--- src/rtl/pobt_pkg.sv ---
// pobt_pkg: shared types and constants for the positional order book table
// holds the entry layout, mode and status codes, sequencer states and ram command
// no dependencies
package pobt_pkg;

  localparam int PRICE_W = 32;
  localparam int QTY_W   = 31;
  localparam int POS_W   = 8;

  // one stored level: price in hundredths and quantity
  typedef struct packed {
    logic [PRICE_W-1:0] price;
    logic [QTY_W-1:0]   qty;
  } level_t;

  typedef enum logic [1:0] {
    MODE_INSERT = 2'd0,
    MODE_MODIFY = 2'd1,
    MODE_DELETE = 2'd2,
    MODE_DUMP   = 2'd3
  } mode_e;

  typedef enum logic [1:0] {
    ST_OK     = 2'd0,
    ST_FULL   = 2'd1,
    ST_ABSENT = 2'd2,
    ST_EMPTY  = 2'd3
  } status_e;

  typedef enum logic [3:0] {
    S_IDLE,
    S_SH_RD,
    S_SH_WR,
    S_INS_WR,
    S_MOD_RD,
    S_MOD_WR,
    S_DEL_RD,
    S_DEL_HOLD,
    S_DL_RD,
    S_DL_WR,
    S_DP_RD,
    S_DP_EMIT,
    S_RESP
  } seq_state_t;

  // read and write strobes toward the level memory
  typedef struct packed {
    logic wr;
    logic rd;
  } ram_cmd_t;

endpackage

--- src/rtl/pobt_ram.sv ---
// pobt_ram: level memory, one write port and one read port with registered read data
// depends on pobt_pkg for level_t and ram_cmd_t
module pobt_ram
  import pobt_pkg::*;
#(
  parameter int DEPTH = 32,
  parameter int AW    = 5
) (
  input  logic          clk,
  input  ram_cmd_t      cmd,
  input  logic [AW-1:0] wr_addr,
  input  level_t        wr_data,
  input  logic [AW-1:0] rd_addr,
  output level_t        rd_data
);

  level_t mem [DEPTH];

  // write port
  always_ff @(posedge clk) begin
    if (cmd.wr) begin
      mem[wr_addr] <= wr_data;
    end
  end

  // registered read port, holds until the next read
  always_ff @(posedge clk) begin
    if (cmd.rd) begin
      rd_data <= mem[rd_addr];
    end
  end

endmodule

--- src/rtl/positional_order_book_table.sv ---
// insert: read and write per entry moved down, write of the new entry, reply word;
// delete: read, hold, read and write per entry moved up, reply; modify: read, write,
// reply; dump: read and emit per entry; one word at a time; all moves go through the
// level memory, one read or write per cycle, so the shifted entry count sets the time
// of insert and delete; reset: synchronous, clears the level count, the sequencer and
// out_valid; memory is not cleared, no clearing pass, the block is ready once reset drops
module positional_order_book_table
  import pobt_pkg::*;
#(
  parameter int MAX_LEVELS = 32
) (
  input  logic               clk,
  input  logic               rst,
  input  logic               in_valid,
  output logic               in_stall,
  input  logic [1:0]         mode,
  input  logic [POS_W-1:0]   level_pos,
  input  logic [PRICE_W-1:0] price_in,
  input  logic [QTY_W-1:0]   qty_in,
  output logic               out_valid,
  input  logic               out_stall,
  output logic [POS_W-1:0]   level_out,
  output logic [PRICE_W-1:0] price_out,
  output logic [QTY_W-1:0]   qty_out,
  output logic [1:0]         result_status,
  output logic               last_of_run
);

  localparam int IW = $clog2(MAX_LEVELS);
  localparam int CW = $clog2(MAX_LEVELS + 1);
  localparam logic [CW-1:0] CNT_MAX = CW'(MAX_LEVELS);

  seq_state_t state, state_next;

  logic [CW-1:0]      cnt;
  logic [CW-1:0]      idx;
  logic [IW-1:0]      tgt;
  logic [PRICE_W-1:0] price_r;
  logic [QTY_W-1:0]   qty_r;
  logic [POS_W-1:0]   res_level;
  status_e            res_status;

  // memory interface
  ram_cmd_t      ram_cmd;
  logic [IW-1:0] ram_waddr;
  logic [IW-1:0] ram_raddr;
  level_t        ram_wdata;
  level_t        ram_rdata;
  level_t        merged;

  // request decode
  logic               in_accept;
  mode_e              in_mode;
  logic [POS_W-1:0]   pos1;
  logic [POS_W:0]     pos_w;
  logic [POS_W:0]     cnt_w;
  logic [POS_W:0]     ins_p;
  logic               full;
  logic               absent;
  logic               append;
  logic [IW-1:0]      ins_tgt;
  logic [IW-1:0]      exist_tgt;

  // output stage
  logic               out_free;
  logic               out_load;
  logic               dump_last;
  logic [POS_W-1:0]   lvl_o_next;
  logic [PRICE_W-1:0] price_o_next;
  logic [QTY_W-1:0]   qty_o_next;
  status_e            status_o_next;
  logic               last_o_next;

  pobt_ram #(
    .DEPTH(MAX_LEVELS),
    .AW   (IW)
  ) u_ram (
    .clk    (clk),
    .cmd    (ram_cmd),
    .wr_addr(ram_waddr),
    .wr_data(ram_wdata),
    .rd_addr(ram_raddr),
    .rd_data(ram_rdata)
  );

  // request decode against the current count
  assign in_stall  = (state != S_IDLE);
  assign in_accept = in_valid && !in_stall;
  assign in_mode   = mode_e'(mode);
  assign pos1      = (level_pos == '0) ? POS_W'(1) : level_pos;
  assign pos_w     = {1'b0, pos1};
  assign cnt_w     = (POS_W+1)'(cnt);
  assign full      = (cnt == CNT_MAX);
  assign absent    = (pos_w > cnt_w);
  assign ins_p     = (pos_w > cnt_w + 1'b1) ? (cnt_w + 1'b1) : pos_w;
  assign append    = (ins_p == cnt_w + 1'b1);
  assign ins_tgt   = IW'(ins_p - 1'b1);
  assign exist_tgt = IW'(pos_w - 1'b1);

  // modify merge: zero field keeps the stored value
  assign merged.price = (price_r != '0) ? price_r : ram_rdata.price;
  assign merged.qty   = (qty_r != '0) ? qty_r : ram_rdata.qty;

  assign out_free  = !out_valid || !out_stall;
  assign dump_last = (idx + 1'b1 == cnt);

  // next state
  always_comb begin
    state_next = state;
    unique case (state)
      S_IDLE: begin
        if (in_accept) begin
          unique case (in_mode)
            MODE_INSERT: begin
              if (full)        state_next = S_RESP;
              else if (append) state_next = S_INS_WR;
              else             state_next = S_SH_RD;
            end
            MODE_MODIFY: state_next = absent ? S_RESP : S_MOD_RD;
            MODE_DELETE: state_next = absent ? S_RESP : S_DEL_RD;
            MODE_DUMP:   state_next = (cnt == '0) ? S_RESP : S_DP_RD;
            default:     state_next = S_IDLE;
          endcase
        end
      end
      S_SH_RD:  state_next = S_SH_WR;
      S_SH_WR:  state_next = (idx[IW-1:0] == tgt) ? S_INS_WR : S_SH_RD;
      S_INS_WR: state_next = S_RESP;
      S_MOD_RD: state_next = S_MOD_WR;
      S_MOD_WR: state_next = S_RESP;
      S_DEL_RD: state_next = S_DEL_HOLD;
      S_DEL_HOLD: begin
        state_next = ((CW'(tgt) + 1'b1) < cnt) ? S_DL_RD : S_RESP;
      end
      S_DL_RD:  state_next = S_DL_WR;
      S_DL_WR:  state_next = (idx < cnt) ? S_DL_RD : S_RESP;
      S_DP_RD:  state_next = S_DP_EMIT;
      S_DP_EMIT: begin
        if (out_free) state_next = dump_last ? S_IDLE : S_DP_RD;
      end
      S_RESP: begin
        if (out_free) state_next = S_IDLE;
      end
      default: state_next = S_IDLE;
    endcase
  end

  // memory strobes and output word
  always_comb begin
    ram_cmd       = '0;
    ram_raddr     = idx[IW-1:0];
    ram_waddr     = tgt;
    ram_wdata     = ram_rdata;
    out_load      = 1'b0;
    lvl_o_next    = res_level;
    price_o_next  = price_r;
    qty_o_next    = qty_r;
    status_o_next = res_status;
    last_o_next   = 1'b1;
    unique case (state) inside
      S_SH_RD, S_DL_RD, S_DP_RD: begin
        ram_cmd.rd = 1'b1;
      end
      S_MOD_RD, S_DEL_RD: begin
        ram_cmd.rd = 1'b1;
        ram_raddr  = tgt;
      end
      S_SH_WR: begin
        ram_cmd.wr = 1'b1;
        ram_waddr  = idx[IW-1:0] + 1'b1;
      end
      S_DL_WR: begin
        ram_cmd.wr = 1'b1;
        ram_waddr  = idx[IW-1:0] - 1'b1;
      end
      S_INS_WR: begin
        ram_cmd.wr      = 1'b1;
        ram_wdata.price = price_r;
        ram_wdata.qty   = qty_r;
      end
      S_MOD_WR: begin
        ram_cmd.wr = 1'b1;
        ram_wdata  = merged;
      end
      S_DP_EMIT: begin
        out_load      = out_free;
        lvl_o_next    = POS_W'(idx + 1'b1);
        price_o_next  = ram_rdata.price;
        qty_o_next    = ram_rdata.qty;
        status_o_next = ST_OK;
        last_o_next   = dump_last;
      end
      S_RESP: begin
        out_load = out_free;
      end
      default: begin
        ram_cmd = '0;
      end
    endcase
  end

  // control registers
  always_ff @(posedge clk) begin
    if (rst) begin
      state     <= S_IDLE;
      cnt       <= '0;
      idx       <= '0;
      out_valid <= 1'b0;
    end else begin
      state <= state_next;
      if (out_load) begin
        out_valid <= 1'b1;
      end else if (!out_stall) begin
        out_valid <= 1'b0;
      end
      case (state)
        S_IDLE: begin
          if (in_accept) begin
            idx <= (in_mode == MODE_INSERT) ? (cnt - 1'b1) : '0;
          end
        end
        S_SH_WR:    idx <= idx - 1'b1;
        S_INS_WR:   cnt <= cnt + 1'b1;
        S_DEL_HOLD: begin
          idx <= CW'(tgt) + 1'b1;
          cnt <= cnt - 1'b1;
        end
        S_DL_WR:    idx <= idx + 1'b1;
        S_DP_EMIT: begin
          if (out_free) idx <= idx + 1'b1;
        end
        default: begin
          idx <= idx;
        end
      endcase
    end
  end

  // request capture and held entry
  always_ff @(posedge clk) begin
    if (state == S_IDLE && in_accept) begin
      case (in_mode) inside
        MODE_INSERT: begin
          tgt <= ins_tgt;
          if (full) begin
            price_r    <= '0;
            qty_r      <= '0;
            res_level  <= '0;
            res_status <= ST_FULL;
          end else begin
            price_r    <= price_in;
            qty_r      <= qty_in;
            res_level  <= POS_W'(ins_p);
            res_status <= ST_OK;
          end
        end
        MODE_MODIFY, MODE_DELETE: begin
          tgt <= exist_tgt;
          if (absent) begin
            price_r    <= '0;
            qty_r      <= '0;
            res_level  <= '0;
            res_status <= ST_ABSENT;
          end else begin
            price_r    <= price_in;
            qty_r      <= qty_in;
            res_level  <= pos1;
            res_status <= ST_OK;
          end
        end
        default: begin
          tgt        <= exist_tgt;
          price_r    <= '0;
          qty_r      <= '0;
          res_level  <= '0;
          res_status <= ST_EMPTY;
        end
      endcase
    end else if (state == S_MOD_WR) begin
      price_r <= merged.price;
      qty_r   <= merged.qty;
    end else if (state == S_DEL_HOLD) begin
      price_r <= ram_rdata.price;
      qty_r   <= ram_rdata.qty;
    end
  end

  // output word register
  always_ff @(posedge clk) begin
    if (out_load) begin
      level_out     <= lvl_o_next;
      price_out     <= price_o_next;
      qty_out       <= qty_o_next;
      result_status <= status_o_next;
      last_of_run   <= last_o_next;
    end
  end

  // count never passes the table depth
  a_cnt_bound: assert property (@(posedge clk) disable iff (rst) cnt <= CNT_MAX)
    else $error("level count above table depth");

  // memory is never read and written in the same cycle
  a_ram_excl: assert property (@(posedge clk) disable iff (rst) !(ram_cmd.wr && ram_cmd.rd))
    else $error("level memory read and write collide");

  // an insert into a full table leaves the count alone
  a_full_drop: assert property (@(posedge clk) disable iff (rst)
      in_accept && in_mode == MODE_INSERT && full |=> cnt == CNT_MAX)
    else $error("dropped insert changed the count");

  // the last dump word returns the sequencer to idle
  a_dump_end: assert property (@(posedge clk) disable iff (rst)
      state == S_DP_EMIT && out_load && dump_last |=> state == S_IDLE)
    else $error("dump did not finish after last word");

  // no memory write while idle
  a_idle_quiet: assert property (@(posedge clk) disable iff (rst)
      state == S_IDLE |-> !ram_cmd.wr)
    else $error("memory written while idle");

endmodule

--- config.mk ---
export PLATFORM = sky130hd
export DESIGN_NAME = positional_order_book_table
export DESIGN_NICKNAME = d
export VERILOG_FILES = /design/src/rtl/pobt_pkg.sv /design/src/rtl/pobt_ram.sv /design/src/rtl/positional_order_book_table.sv
export SDC_FILE = /design/constraint.sdc
export NUM_CORES = 2
export LEC_CHECK = 0
export ABC_AREA = 0
export BUFFER_PORTS_ARGS = -buffer_cell sky130_fd_sc_hd__buf_2
export CORE_ASPECT_RATIO = 1.4
export CORE_MARGIN = 5
export CORE_UTILIZATION = 30
export DETAILED_ROUTE_END_ITERATION = 12
export PLACE_DENSITY = 0.42
export SLEW_MARGIN = 20
export SYNTH_ARGS = -nofsm -noshare
export SYNTH_HDL_FRONTEND = slang
export SYNTH_SLANG_ARGS = --single-unit
--- constraint.sdc ---
create_clock -name clk -period 7.47 [get_ports clk]
set_input_delay 1.1205 -clock clk [delete_from_list [all_inputs] [get_ports clk]]
set_output_delay 1.1205 -clock clk [all_outputs]
set_load 0.03 [all_outputs]
==> results.json <==
{
  "cap_violations": 0,
  "synth_warnings": 0,
  "fin_crit_sh_pct": 72.30,
  "post-route-min-period_ns": 5.401,
  "synth_area_um2": 91150,
  "synth_edf_count": 2231,
  "cts_made_buffers": 227,
  "worstSetupEndpointType": "flip-flop",
  "power_density_nw_per_um2": 434.0,
  "fp-row-count": 239,
  "max-clock-path-buffers": 4,
  "yosys.area.top_type": "edfxtp_1",
  "async_reset_ff_share_pct": 0,
  "routedWlPerCell_um": 26.91,
  "rr_startpoint": "state[2]",
  "post_route_cells_drive_above_1_share_pct": 10.06,
  "avgViaCountPerCell": 5.081,
  "postSynthAreaPerCell_um2": 12.96,
  "syn-num-nets": 7150,
  "crit_required_ns": 7.95,
  "postRouteAntennaNets": 0,
  "core_um2": 302600,
  "dieHeight_um": 662.2,
  "place_hpwl_mm": 175.0,
  "h-tree-depth": 4,
  "initial_utilization_pct": 30.12,
  "clk_latency_ns": 0.90,
  "drt_iter0_drc": 4826,
  "worstHoldStart": "price_in[28]",
  "drtPass1Iterations": 7,
  "synthToLayoutAreaGrowth_pct": 14.29,
  "fillCellCount": 29620,
  "crit_fanout": 35,
  "ctsHoldBuffers": 0,
  "synth_top_area_share_pct": 73.50,
  "cp.arrival_ns": 5.89,
  "clk_transition_reported_paths_ns": 0.07,
  "gr-total-overflow": 0,
  "slew_viol_final": 0,
  "hold_path_class": "in2reg",
  "clock_sinks": 2248,
  "post-cts-setup-buffers": 0,
  "hold_slack_ns": 0.5217,
  "yosys_register_bits": 2248,
  "fin_setup_tns_ns": 0,
  "grt_use_total_pct": 18.75,
  "drc": 0,
  "dieArea_um2": 315100,
  "routabilityCongestion": 0.8252,
  "numPortBuffers": 152,
  "setup_violations": 0,
  "nets": 7223,
  "die_w_um": 475.9,
  "hold_viol": 0,
  "cts_tree": "built",
  "grt_pass1_vias": 56040,
  "status": "completed",
  "cts_resized": 0,
  "max-slew-margin-rel_pct": 14.05,
  "synth.distinct_cells": 70,
  "synthTopCellsByArea": "edfxtp_1 (73%), nand2_1 (8.6%), nand3_1 (3.5%)",
  "antenna_found_initial": 31,
  "netlist_instances": 7035,
  "fin_skew_ns": 0.07306,
  "start_kind": "flip-flop",
  "grt_start_max_net_pins": 156,
  "leakagePower_nw": 34.88,
  "grt_pass1_wl_mm": 431.5,
  "wl_mm": 303.4,
  "rsz0062_at_grt": "no",
  "max_slew.worst_pin.slew_ns": 1.276,
  "critPathKind": "reg2reg",
  "synth_ff_type": "edfxtp_1",
  "io_pins": 153,
  "synth_seq_area_share_pct": 73.87,
  "vdd_drop_max_mv": 0.3799,
  "routed-via-count": 57280,
  "fmax_mhz": 185.2,
  "cts-root-buf": "clkbuf_16",
  "startpoint": "state[2]"
}
report_power, final:
group          total (mW)  switching [mW]  internal [mW]
clock                11.3            4.90           6.39
combinational        15.7            12.2           3.51
sequential           18.2           0.865           17.4
total                45.2            17.9           27.3
Yosys cell counts (3+ instances only):
library cell / number
buf_2: 147
nand2b_1: 10
nor3_1: 135
ha_1: 37
nand4_1: 185
xor2_1: 15
o21ai_0: 108
o211ai_1: 5
a311oi_1: 13
nor2b_1: 6
o41ai_1: 3
a22oi_1: 10
buf_6: 3
a2111oi_0: 122
o21a_1: 3
a22o_1: 5
a31oi_1: 10
edfxtp_1: 2231
dfxtp_1: 17
a21o_1: 3
and2_1: 6
a211oi_1: 7
buf_4: 7
nor4_1: 22
inv_1: 21
mux2_2: 59
mux2i_1: 186
or3_1: 64
and3_1: 24
xnor2_1: 31
or2_2: 4
a21oi_1: 387
clkbuf_1: 261
nand2_1: 2085
nand3_1: 637
buf_1: 42
nor2_1: 80
o22ai_1: 6
final timing paths:
kind,endpoint,slack (ns),cells past startpoint
min,price_r[28],0.52,3
min reg2reg,result_status[0],0.53,1
max,u_ram.mem[28][43],2.07,11
max reg2reg,u_ram.mem[28][43],2.07,11
flip-flops by register name, summed over array words and instances (netlist names), 2 cells and up:
signal	flops
u_ram.mem	2016
u_ram.rd_data	63
price_out	32
price_r	32
qty_out	31
qty_r	31
level_out	8
res_level	8
cnt	6
idx	6
tgt	5
state	4
res_status	2
result_status	2
final cells by class:
cell class,instances,area (µm²),area share [%]
sequential,2248,67330,64.63
multi-input combinational,4304,22250,21.36
clock buffer,296,6117,5.872
tap,3976,4975,4.775
timing repair buffer,304,2342,2.248
clock inverter,108,1033,0.9921
inverter,23,88.84,0.08527
antenna,15,37.54,0.03603
critical path, cell delays in order, from the launching register on:
cell and delay [ns]:
dfxtp_1 0.97, nand2b_1 0.37, nor2_1 0.19, fa_1 0.44, a21o_1 0.18, a21oi_1 0.18, xnor2_1 0.17, nand2_1 0.09
a22oi_1 0.72, nand2_1 0.46, nor2_4 0.74, buf_12 0.35
cells in the final DEF (no fill, tap or decap), drive strengths merged, types with 6 or more instances in the layout:
master	netlist	final
a2111oi	122	122
a211oi	7	7
a21oi	387	387
a22oi	10	10
a311oi	13	13
a31oi	10	10
and2	6	6
and3	24	24
buf	199	303
bufinv	0	19
clkbuf	261	296
clkinv	2	86
dfxtp	17	17
diode	0	15
edfxtp	2231	2231
ha	37	37
inv	21	23
mux2	60	60
mux2i	187	187
nand2	2085	2085
nand2b	10	10
nand3	637	637
nand4	185	185
nor2	82	82
nor2b	6	6
nor3	136	136
nor4	22	22
o21ai	111	111
o22ai	6	6
or3	64	64
xnor2	32	32
xor2	15	15
metal layers:
layer,track usage (%),vias up,routed length (µm)
li1,-,25940,-
met1,25.56,29450,133000
met2,31.90,1512,148400
met3,2.379,368,14700
met4,4.463,4,7298
met5,0,-,27
kinds of logic (layout without fill, tap and decap cells):
kind of cell / Yosys count / count (layout) / synth area share [%]
and+or+nand+nor: 3269 / 3269 / 15.46
DFF: 2248 / 2248 / 73.87
AOI/OAI and AO/OA: 702 / 702 / 4.620
buffers and inverters: 483 / 731 / 2.244
muxes: 247 / 247 / 2.808
xor gates and xnor gates: 47 / 47 / 0.4598
adders and majority gates: 38 / 38 / 0.5298
other: 1 / 16 / 0.004114
metrics by stage:
stage	total power [mW]	setup slack (ns)	cell area (µm²)	instances	utilization, %
2_1_floorplan	26.84	1.763	91150	7035	-
3_5_place_dp	34.54	2.200	96990	10860	32.05
5_1_grt	47.45	1.817	104200	11270	34.42
6_report	45.21	2.069	104200	11270	34.42
3_3_place_gp	34.40	1.814	96960	10850	32.04
4_1_cts	45.93	2.147	104100	11260	34.41
Note: power is estimated with default switching activity, not from simulation.
